===== src/rtl/core/eodd_pkg.sv =====
// Shared constants and codes for the echo object drop detector.
// Used by the channel interfaces, the distance unit and the top level.
`default_nettype none

package eodd_pkg;

    localparam int TIME_W  = 16;
    localparam int DIST_W  = 14;
    localparam int RUN_W   = 5;
    localparam int CFG_IDX_W  = 2;
    localparam int CFG_DATA_W = 14;

    // register indexes on the configuration channel
    localparam logic [CFG_IDX_W-1:0] REG_THRESHOLD  = 2'd0;
    localparam logic [CFG_IDX_W-1:0] REG_DETECT_RUN = 2'd1;
    localparam logic [CFG_IDX_W-1:0] REG_CLEAR_RUN  = 2'd2;

    localparam logic [DIST_W-1:0] THRESHOLD_RESET  = 14'd100;
    localparam logic [RUN_W-1:0]  DETECT_RUN_RESET = 5'd10;
    localparam logic [RUN_W-1:0]  CLEAR_RUN_RESET  = 5'd20;
    localparam logic [RUN_W-1:0]  RUN_MAX          = 5'd31;

    // input opcodes
    localparam logic OP_EDGE  = 1'b0;
    localparam logic OP_ABORT = 1'b1;

    // distance = width * 10 / 58 = width * 5 / 29
    localparam int MM_NUMER  = 10;
    localparam int MM_DENOM  = 58;
    localparam int DIV_NUM   = MM_NUMER / 2;
    localparam int DIV_DEN   = MM_DENOM / 2;
    localparam int DIV_SHIFT = 24;
    localparam int RECIP_W   = 20;
    localparam int PROD_IN_W = 19;
    // ceil(2^24 / 29); error term 9 keeps the quotient exact for inputs below 2^19
    localparam int DIV_RECIP = ((1 << DIV_SHIFT) + DIV_DEN - 1) / DIV_DEN;

endpackage

`default_nettype wire


===== src/rtl/core/eodd_ifs.sv =====
// Valid/ready channel interfaces: echo items in, results out, register writes.
// Depends on eodd_pkg for field widths.
`default_nettype none

interface eodd_in_if;
    logic                        valid;
    logic                        ready;
    logic                        opcode;
    logic [eodd_pkg::TIME_W-1:0] capture_time;

    modport source (output valid, output opcode, output capture_time, input ready);
    modport sink   (input valid, input opcode, input capture_time, output ready);
endinterface

interface eodd_out_if;
    logic                        valid;
    logic                        ready;
    logic                        pulse_done;
    logic [eodd_pkg::DIST_W-1:0] distance_mm;
    logic                        object_latched;
    logic                        drop_event;
    logic                        clear_event;

    modport source (output valid, output pulse_done, output distance_mm,
                    output object_latched, output drop_event, output clear_event,
                    input ready);
    modport sink   (input valid, input pulse_done, input distance_mm,
                    input object_latched, input drop_event, input clear_event,
                    output ready);
endinterface

interface eodd_cfg_if;
    logic                            valid;
    logic                            ready;
    logic [eodd_pkg::CFG_IDX_W-1:0]  index;
    logic [eodd_pkg::CFG_DATA_W-1:0] data;

    modport source (output valid, output index, output data, input ready);
    modport sink   (input valid, input index, input data, output ready);
endinterface

`default_nettype wire


===== src/rtl/core/eodd_dist_calc.sv =====
// Pulse width to millimetres: width * 10 / 58 by reciprocal multiplication.
// Depends on eodd_pkg for widths and the reciprocal constant.
`default_nettype none

module eodd_dist_calc
(
    input  wire logic [eodd_pkg::TIME_W-1:0] width,
    output logic      [eodd_pkg::DIST_W-1:0] distance
);

    localparam int PROD_W = eodd_pkg::PROD_IN_W + eodd_pkg::RECIP_W;
    localparam logic [eodd_pkg::RECIP_W-1:0] RECIP =
        eodd_pkg::RECIP_W'(eodd_pkg::DIV_RECIP);

    logic [eodd_pkg::PROD_IN_W-1:0] scaled;
    logic [PROD_W-1:0]              prod;

    // width * 5 as shift and add
    assign scaled   = {1'b0, width, 2'b00} + {3'b000, width};
    assign prod     = PROD_W'(scaled) * PROD_W'(RECIP);
    assign distance = prod[eodd_pkg::DIV_SHIFT +: eodd_pkg::DIST_W];

endmodule

`default_nettype wire


===== src/rtl/core/echo_object_drop_detector.sv =====
// Echo object drop detector: an input register, one pass of distance and run
// logic that updates the edge pairing, run counter and latch, and a result register.
// Depends on eodd_pkg, the channel interfaces in eodd_ifs.sv and eodd_dist_calc.
`default_nettype none

// One result word per input word, in order. A word taken into the input
// register moves to the result register when that register is empty or its
// word is taken, and a new word can be taken every cycle while results are
// taken; the edge pairing, run counter and latch close their loop as the word
// moves. The input channel stalls only when both registers are full and the
// result is not taken. The configuration channel is always ready; writes to
// index 3 are dropped. Write registers only while no word is in flight.

module echo_object_drop_detector
(
    input  wire logic clk,
    input  wire logic rst_n,
    eodd_in_if.sink   in_ch,
    eodd_out_if.source out_ch,
    eodd_cfg_if.sink  cfg
);

    // configuration
    logic [eodd_pkg::DIST_W-1:0] threshold_reg;
    logic [eodd_pkg::RUN_W-1:0]  detect_run_reg;
    logic [eodd_pkg::RUN_W-1:0]  clear_run_reg;

    // input register
    logic                        s1_valid_reg, s1_valid_next;
    logic                        s1_op_reg;
    logic [eodd_pkg::TIME_W-1:0] s1_time_reg;

    // detector state
    logic                        awaiting_reg, awaiting_next;
    logic [eodd_pkg::TIME_W-1:0] rise_reg, rise_next;
    logic                        latched_reg, latched_next;
    logic [eodd_pkg::RUN_W-1:0]  run_reg, run_next;

    // result register
    logic                        out_valid_reg, out_valid_next;
    logic                        done_reg, done_next;
    logic [eodd_pkg::DIST_W-1:0] dist_reg, dist_next;
    logic                        drop_reg, drop_next;
    logic                        clr_reg, clr_next;

    logic                        accept;
    logic                        advance;
    logic [eodd_pkg::TIME_W-1:0] width;
    logic [eodd_pkg::DIST_W-1:0] pulse_dist;
    logic [eodd_pkg::RUN_W-1:0]  run_bump;

    assign advance     = s1_valid_reg && (!out_valid_reg || out_ch.ready);
    assign in_ch.ready = !s1_valid_reg || advance;
    assign accept      = in_ch.valid && in_ch.ready;
    assign cfg.ready   = 1'b1;

    assign width    = s1_time_reg - rise_reg;
    assign run_bump = (run_reg == eodd_pkg::RUN_MAX) ? eodd_pkg::RUN_MAX
                                                     : run_reg + 1'b1;

    eodd_dist_calc u_dist
    (
        .width    (width),
        .distance (pulse_dist)
    );

    always_comb
    begin
        awaiting_next = awaiting_reg;
        rise_next     = rise_reg;
        latched_next  = latched_reg;
        run_next      = run_reg;
        done_next     = 1'b0;
        dist_next     = '0;
        drop_next     = 1'b0;
        clr_next      = 1'b0;
        if (s1_op_reg == eodd_pkg::OP_ABORT)
        begin
            run_next     = '0;
            latched_next = 1'b0;
        end
        else if (!awaiting_reg)
        begin
            rise_next     = s1_time_reg;
            awaiting_next = 1'b1;
        end
        else
        begin
            awaiting_next = 1'b0;
            done_next     = 1'b1;
            dist_next     = pulse_dist;
            if (!latched_reg)
            begin
                run_next = (pulse_dist < threshold_reg) ? run_bump : '0;
                if (run_next >= detect_run_reg)
                begin
                    latched_next = 1'b1;
                    run_next     = '0;
                    drop_next    = 1'b1;
                end
            end
            else
            begin
                run_next = (pulse_dist > threshold_reg) ? run_bump : '0;
                if (run_next >= clear_run_reg)
                begin
                    latched_next = 1'b0;
                    run_next     = '0;
                    clr_next     = 1'b1;
                end
            end
        end
    end

    always_comb
    begin
        s1_valid_next = s1_valid_reg;
        if (accept)
            s1_valid_next = 1'b1;
        else if (advance)
            s1_valid_next = 1'b0;
        out_valid_next = out_valid_reg;
        if (advance)
            out_valid_next = 1'b1;
        else if (out_ch.ready)
            out_valid_next = 1'b0;
    end

    always_ff @(posedge clk or negedge rst_n)
    begin
        if (!rst_n)
        begin
            threshold_reg  <= eodd_pkg::THRESHOLD_RESET;
            detect_run_reg <= eodd_pkg::DETECT_RUN_RESET;
            clear_run_reg  <= eodd_pkg::CLEAR_RUN_RESET;
        end
        else if (cfg.valid && cfg.ready)
        begin
            case (cfg.index)
                eodd_pkg::REG_THRESHOLD:  threshold_reg  <= cfg.data;
                eodd_pkg::REG_DETECT_RUN: detect_run_reg <= cfg.data[eodd_pkg::RUN_W-1:0];
                eodd_pkg::REG_CLEAR_RUN:  clear_run_reg  <= cfg.data[eodd_pkg::RUN_W-1:0];
                default: ;
            endcase
        end
    end

    always_ff @(posedge clk or negedge rst_n)
    begin
        if (!rst_n)
        begin
            s1_valid_reg  <= 1'b0;
            out_valid_reg <= 1'b0;
            awaiting_reg  <= 1'b0;
            rise_reg      <= '0;
            latched_reg   <= 1'b0;
            run_reg       <= '0;
        end
        else
        begin
            s1_valid_reg  <= s1_valid_next;
            out_valid_reg <= out_valid_next;
            if (advance)
            begin
                awaiting_reg <= awaiting_next;
                rise_reg     <= rise_next;
                latched_reg  <= latched_next;
                run_reg      <= run_next;
            end
        end
    end

    // payload registers
    always_ff @(posedge clk)
    begin
        if (accept)
        begin
            s1_op_reg   <= in_ch.opcode;
            s1_time_reg <= in_ch.capture_time;
        end
        if (advance)
        begin
            done_reg <= done_next;
            dist_reg <= dist_next;
            drop_reg <= drop_next;
            clr_reg  <= clr_next;
        end
    end

    assign out_ch.valid          = out_valid_reg;
    assign out_ch.pulse_done     = done_reg;
    assign out_ch.distance_mm    = dist_reg;
    assign out_ch.object_latched = latched_reg;
    assign out_ch.drop_event     = drop_reg;
    assign out_ch.clear_event    = clr_reg;

`ifndef SYNTHESIS
    // latch shown with a result is the state that result left behind
    a_event_latch: assert property (@(posedge clk) disable iff (!rst_n)
        out_valid_reg && (drop_reg || clr_reg)
        |-> (drop_reg == latched_reg) && !(drop_reg && clr_reg))
        else $error("event does not match latch state");

    a_no_pulse_quiet: assert property (@(posedge clk) disable iff (!rst_n)
        out_valid_reg && !done_reg |-> (dist_reg == '0) && !drop_reg && !clr_reg)
        else $error("distance or event without a completed pulse");

    a_s1_hold: assert property (@(posedge clk) disable iff (!rst_n)
        s1_valid_reg && !advance |=> s1_valid_reg && $stable(s1_time_reg) && $stable(s1_op_reg))
        else $error("input register changed while stalled");

    a_state_hold: assert property (@(posedge clk) disable iff (!rst_n)
        !advance |=> $stable(latched_reg) && $stable(run_reg) && $stable(awaiting_reg))
        else $error("detector state moved without a word");
`endif

endmodule

`default_nettype wire

===== src/flat_wrapper.sv =====
// flat-port wrapper written by rule: the top's interface ports become plain ports
module echo_object_drop_detector_flat 
  (clk, rst_n, in_ch_valid, in_ch_opcode, in_ch_capture_time, in_ch_ready, out_ch_valid, out_ch_pulse_done, out_ch_distance_mm, out_ch_object_latched, out_ch_drop_event, out_ch_clear_event, out_ch_ready, cfg_valid, cfg_index, cfg_data, cfg_ready);
  eodd_in_if in_ch_i ();
  eodd_out_if out_ch_i ();
  eodd_cfg_if cfg_i ();
  input  wire logic clk;
  input  wire logic rst_n;
  input wire logic [$bits(in_ch_i.valid)-1:0] in_ch_valid;
  input wire logic [$bits(in_ch_i.opcode)-1:0] in_ch_opcode;
  input wire logic [$bits(in_ch_i.capture_time)-1:0] in_ch_capture_time;
  output wire logic [$bits(in_ch_i.ready)-1:0] in_ch_ready;
  output wire logic [$bits(out_ch_i.valid)-1:0] out_ch_valid;
  output wire logic [$bits(out_ch_i.pulse_done)-1:0] out_ch_pulse_done;
  output wire logic [$bits(out_ch_i.distance_mm)-1:0] out_ch_distance_mm;
  output wire logic [$bits(out_ch_i.object_latched)-1:0] out_ch_object_latched;
  output wire logic [$bits(out_ch_i.drop_event)-1:0] out_ch_drop_event;
  output wire logic [$bits(out_ch_i.clear_event)-1:0] out_ch_clear_event;
  input wire logic [$bits(out_ch_i.ready)-1:0] out_ch_ready;
  input wire logic [$bits(cfg_i.valid)-1:0] cfg_valid;
  input wire logic [$bits(cfg_i.index)-1:0] cfg_index;
  input wire logic [$bits(cfg_i.data)-1:0] cfg_data;
  output wire logic [$bits(cfg_i.ready)-1:0] cfg_ready;
  assign in_ch_i.valid = in_ch_valid;
  assign in_ch_i.opcode = in_ch_opcode;
  assign in_ch_i.capture_time = in_ch_capture_time;
  assign in_ch_ready = in_ch_i.ready;
  assign out_ch_valid = out_ch_i.valid;
  assign out_ch_pulse_done = out_ch_i.pulse_done;
  assign out_ch_distance_mm = out_ch_i.distance_mm;
  assign out_ch_object_latched = out_ch_i.object_latched;
  assign out_ch_drop_event = out_ch_i.drop_event;
  assign out_ch_clear_event = out_ch_i.clear_event;
  assign out_ch_i.ready = out_ch_ready;
  assign cfg_i.valid = cfg_valid;
  assign cfg_i.index = cfg_index;
  assign cfg_i.data = cfg_data;
  assign cfg_ready = cfg_i.ready;
  echo_object_drop_detector u_core (.clk(clk), .rst_n(rst_n), .in_ch(in_ch_i), .out_ch(out_ch_i), .cfg(cfg_i));
endmodule

===== config.mk =====
export PLATFORM = sky130hd
export DESIGN_NAME = echo_object_drop_detector_flat
export DESIGN_NICKNAME = d
export VERILOG_FILES = /design/src/rtl/core/eodd_pkg.sv /design/src/rtl/core/eodd_ifs.sv /design/src/rtl/core/eodd_dist_calc.sv /design/src/rtl/core/echo_object_drop_detector.sv /design/src/flat_wrapper.sv
export SDC_FILE = /design/constraint.sdc
export NUM_CORES = 1
export LEC_CHECK = 0
export BUFFER_PORTS_ARGS = -buffer_cell sky130_fd_sc_hd__buf_2
export CAP_MARGIN = 10
export CELL_PAD_IN_SITES_DETAIL_PLACEMENT = 1
export CELL_PAD_IN_SITES_GLOBAL_PLACEMENT = 2
export CORE_UTILIZATION = 40
export CTS_BUF_LIST = sky130_fd_sc_hd__clkbuf_8
export DETAILED_ROUTE_END_ITERATION = 16
export GPL_TIMING_DRIVEN = 0
export PLACE_DENSITY_LB_ADDON = 0.15
export REMOVE_ABC_BUFFERS = 1
export SYNTH_ARGS = -nofsm -noshare
export SYNTH_HDL_FRONTEND = slang
export SYNTH_SLANG_ARGS = --single-unit

===== constraint.sdc =====
create_clock -name clk -period 14.5 [get_ports clk]
set_input_delay 0.725 -clock clk [delete_from_list [all_inputs] [get_ports clk]]
set_output_delay 0.725 -clock clk [all_outputs]
set_load 0.01 [all_outputs]

* Yosys cells after proc, flatten, opt, wreduce, memory -nomap -nowiden
Index checks and enable logic that the tools add are counted.
** Cells by class
- $lt $le $gt $ge :: 4
- $mul :: 1
- Mux-type cells :: 20
- Equality and inequality tests :: 3
- Reduce and logical (&&, ||, !) cells :: 19
- Bitwise gates (word level) :: 3
- Add/sub/neg operators :: 3
** Operators by type and width (count)
- $mux W5 :: 8
- $mul A19 B20 Y38 const B :: 1
- $add A18 B16 Y19 :: 1
- $sub A16 B16 Y16 :: 1
- $gt A14 B14 Y1 :: 1
- $lt A14 B14 Y1 :: 1
- $mux W1 :: 12
- $ge A5 B5 Y1 :: 2
- $reduce_and A2 Y1 :: 5
- $reduce_bool A2 Y1 :: 3
- $reduce_or A3 Y1 :: 2
- $add A5 B1 Y5 const B :: 1
- $eq A5 B5 Y1 const B :: 1
- $not A1 Y1 :: 3
- $reduce_and A3 Y1 :: 1
- $eq A2 B1 Y1 const B :: 1
- $eq A2 B2 Y1 const B :: 1
- $logic_and A1 B1 Y1 :: 2
- $logic_not A1 Y1 :: 2
- $logic_not A2 Y1 :: 1
- $logic_or A1 B1 Y1 :: 2
- $reduce_or A2 Y1 :: 1
** Word-level totals
- Input port bits :: 38
- Output and inout bits :: 21
- Bits in registers :: 83
- Word-level logic and storage cells :: 68

* Depth between registers and ports, before layout
- Word-level depth :: 10
- Depth in mapped cells :: 59

* By module
A second synthesis with hierarchy kept.
** Unflattened totals
- Cells, all modules :: 1281
- Area total of the unflattened synthesis :: 12294.3 µm²
** Modules (own cells, without submodules)
- eodd_dist_calc :: area each 7836.3 µm², seq. area each 0.0 µm², times used 1, cells an instance 874
- echo_object_drop_detector :: area each 4458.0 µm², seq. area each 2255.9 µm², times used 1, cells an instance 407

* Worst setup path before layout
OpenSTA, ideal clock, no wires.
- Path kind :: register -> register
- Start point :: reg u_core.s1_time_reg[0] (netlist name)
- End point :: reg u_core.run_reg[0] (netlist name)
- Setup time :: 67 ps
- Setup slack :: 3015 ps
- Arrival time :: 11417 ps
- Cell stages (with the launch flop) :: 53
- Cell sequence :: edfxtp_1 -> inv_1 -> ha_1 -> inv_1 -> fa_1 -> a21oi_1 -> o21ai_0 -> a21oi_1 -> xnor2_1 -> ha_1 -> o21a_1 -> o221a_2 -> o22ai_1 -> nor3_1 -> a211o_1 -> o21ba_1 -> o21ai_2 -> xnor2_1 -> [... 17 more ...] -> o21bai_1 -> xor2_1 -> ha_1 -> a21o_1 -> a21o_1 -> or2_1 -> clkbuf_1 -> nand2b_1 -> ha_1 -> nand2b_1 -> a21oi_1 -> nor2b_1 -> o21ai_1 -> nand2b_1 -> a21oi_1 -> or3b_1 -> o32ai_1 -> a22o_1
** On the way
- Cells in the longest elaborated chain, start to end :: 10
** Ends and longest elaborated chain
- start: declaration :: RTL line echo_object_drop_detector.sv:31 : logic [eodd_pkg::TIME_W-1:0] s1_time_reg;
- start signal: assignment :: RTL line echo_object_drop_detector.sv:179 : s1_time_reg <= in_ch.capture_time;
- $sub A16 B16 Y16 * :: RTL line echo_object_drop_detector.sv:57 : assign width = s1_time_reg - rise_reg;
- $add A18 B16 Y19 * :: RTL line eodd_dist_calc.sv:19 : assign scaled = {1'b0, width, 2'b00} + {3'b000, width};
- $mul A19 B20 Y38 * :: RTL line eodd_dist_calc.sv:20 : assign prod = PROD_W'(scaled) * PROD_W'(RECIP);
- named net u_core.pulse_dist (one bit) :: RTL line echo_object_drop_detector.sv:49 : logic [eodd_pkg::DIST_W-1:0] pulse_dist;
- $lt A14 B14 Y1 or $gt A14 B14 Y1 (tied branches) :: RTL line echo_object_drop_detector.sv:94, echo_object_drop_detector.sv:104
- $mux W5 (on tied branches) :: RTL line echo_object_drop_detector.sv:94, echo_object_drop_detector.sv:104
- $ge A5 B5 Y1 (on tied branches) :: RTL line echo_object_drop_detector.sv:95, echo_object_drop_detector.sv:105
- $mux W5 (on tied branches) :: RTL line echo_object_drop_detector.sv:95, echo_object_drop_detector.sv:105
- $mux W5 * :: RTL line echo_object_drop_detector.sv:92 : if (!latched_reg)
- $mux W5 * :: RTL line echo_object_drop_detector.sv:82 : else if (!awaiting_reg)
- $mux W5 * :: RTL line echo_object_drop_detector.sv:77 : if (s1_op_reg == eodd_pkg::OP_ABORT)
- end signal: assignment :: RTL line echo_object_drop_detector.sv:168 : run_reg <= run_next;
- end: declaration :: RTL line echo_object_drop_detector.sv:37 : logic [eodd_pkg::RUN_W-1:0] run_reg, run_next;
The timed path passes the listed nets; every way through them passes the cells marked *. The select of a mux whose other input is x is not followed.
A chain may end at the register's enable or synchronous reset.

* Worst setup path after layout
- Start point :: reg u_core.s1_time_reg[0] (netlist name)
- End point :: reg u_core.run_reg[1] (netlist name)
The elaborated chain is that of the path after synthesis.

==> results.toml <==
[global_routing]
grt_pass1_vias = 9111
antenna_found_initial = 0
track_usage = 0.1967
grt_max_degree = 50
grt_first_pass_wirelength_um = 47090
overflow = 0

[finish]
multi_input_comb_area_sq_um = 8431
nets = 1690
regArea_sq_um = 2256
drive_gt1_frac = 0.09861
antenna_cells = 0
num-fill-cells = 3406
area_growth_pct = 8.029

[cts]
insertion_delay_ns = 0.36
cts_tree = "done"
cts_buffers = 9
cts_sinks = 83
cts_root_buf = "clkbuf_8"
cts.reportedPaths.clkPinSlew_ns = 0.09
htree_num_levels = 3
cts_max_path_buffers = 2

[floorplan]
die_x_um = 175.2
design.core.area_sq_um = 29560
boundaryPins = 59
start_util = 0.4060
num_rows = 63
die_height_um = 175.2
die_area_sq_um = 30700

[placed_design]
gp_congestion = 0.8487
io_buffer_count = 57
post-dp-hpwl_um = 25060

[sta]
min_period_ns = 13.26
worstMarginPinSlew_ns = 1.040
period_share = 0.9147
max-slew-margin-rel = 0.3018
fmax_mhz = 75.40
clock_skew_ns = 0.009846
slew_viol_final = 0
fin_hold_ws_ns = 0.3207
tns_ns = 0
finalHoldViolations = 0
setup_viol = 0
rsz0062_at_grt = "no"

[detailed_routing]
drcViolationCount = 0
avgViaCountPerCell = 4.890
drtAntennaViolNets = 0
drtPass1Iterations = 4
wl_per_cell_um = 16.77
drt-total-wl_um = 28310
vias = 8254
drtIter0Drc = 221

[yosys]
synth-edff-count = 34
synth_area_per_cell_sq_um = 9.756
yosysMostFrequentCell = "inv_1"
syn_inst = 1230
ys.flop_type = "dfrtp_1"
ys_types = 65
synth.cell_area_sq_um = 12000
synth_warnings = 0
synth_top_area_share = 0.2369
synth_seq_area_share = 0.1880
synth_common_cells = "inv_1 (341), ha_1 (217), fa_1 (142)"
ys_async_sr_fraction = 0.5904
synth_top_area_cell = "fa_1"
yosys-top-cells-area = "fa_1 (24%), ha_1 (23%), inv_1 (11%)"
ys_ff_latch = 83

[setup_path]
reg2regPathDepth = 53
r2r_end = "u_core.run_reg[1]"
critPathArrivalTime_ns = 13.57
crit_path_end_kind = "flip-flop"
critPathSlowestCell = "fa_1"
r2r_slack_ns = 1.24
r2r_start = "u_core.s1_time_reg[0]"
cp-start-kind = "flip-flop"
worst-endpoint-required_ns = 14.80
slowest_delay_ns = 0.58
critPathKind = "reg -> reg"
path_max_fanout = 8

[outcome]
status = "finished, final reports clean"

[worst_hold_path]
min_path_type = "in -> async"

[job]
maxCapViolations = 0
metrics by stage:
stage                 util  worst slack (ns)  area (sq um)  cells
detailed placement  0.4315            0.8050         12750   1669
CTS                 0.4371            0.7403         12920   1685
global placement    0.4307            0.9354         12730   1667
global route        0.4386            0.2078         12960   1688
finish              0.4386             1.237         12960   1688
floorplan                -             3.081         11960   1220
worst max-delay path: cells and delay by family (launching register included):
| family | cells | cell delay (ns) |
|---|---|---|
| compound gates | 19 | 3.76 |
| flops | 1 | 0.37 |
| fa+ha+maj | 12 | 5.09 |
| xor+xnor | 3 | 0.92 |
| buf+inv | 6 | 0.47 |
| simple gates | 13 | 2.54 |
worst max-delay path by stage:
stage                                from                end  slack, ns
finish              u_core.s1_time_reg[0]  u_core.run_reg[1]       1.24
global route        u_core.s1_time_reg[0]  u_core.run_reg[3]       0.21
CTS                 u_core.s1_time_reg[0]  u_core.run_reg[1]       0.74
detailed placement  u_core.s1_time_reg[0]  u_core.run_reg[2]       0.80
global placement    u_core.s1_time_reg[0]  u_core.run_reg[1]       0.94
floorplan           u_core.s1_time_reg[0]  u_core.run_reg[0]       3.08
cells in the final DEF (no fill, tap or decap), drive strengths merged, types with 17 or more instances in the layout:
| cell type | instances |
|---|---|
| a21o | 34 |
| a21oi | 43 |
| and2 | 17 |
| buf | 62 |
| dfrtp | 42 |
| edfxtp | 34 |
| fa | 142 |
| ha | 217 |
| inv | 344 |
| mux2 | 26 |
| nand2 | 42 |
| nand2b | 21 |
| nor2 | 29 |
| o21ai | 45 |
| xnor2 | 29 |
| xor2 | 20 |
area by class of cell:
type | instances | share of cell area
multi-input cells | 795 | 0.6503
flip-flops and latches | 83 | 0.1740
inverters | 342 | 0.09902
well taps | 390 | 0.03764
repair buffers | 62 | 0.02616
clock buffers | 9 | 0.009555
clock inverters | 7 | 0.003282
kinds of logic (layout without fill, tap and decap cells):
family | after synthesis | count (layout) | share of synthesized area
buffers and inverters | 352 | 420 | 0.1105
other | 1 | 1 | 0.0003125
AOI/OAI and AO/OA | 176 | 176 | 0.09697
xor gates and xnor gates | 49 | 49 | 0.03576
muxes | 28 | 28 | 0.02607
adders and majority gates | 359 | 359 | 0.4631
and+or+nand+nor | 182 | 182 | 0.07924
DFF | 83 | 83 | 0.1880
per-layer routing:
metal,up-vias,routed length (um),global-route usage
met3,25,478,0.01741
met1,4086,13200,0.2558
met2,71,14070,0.3484
met5,-,0,0
li1,4072,-,-
met4,0,553,0.05362
repair_timing:
action                                  CTS  global route
gates resized for setup                   0             1
hold buffers                              0             0
buffers inserted                          0             0
endpoints found under the setup margin    0             4
Power is left out: the tool's default activity adds up to more than one toggle a clock period on the data nets, which glitch-free logic cannot reach.
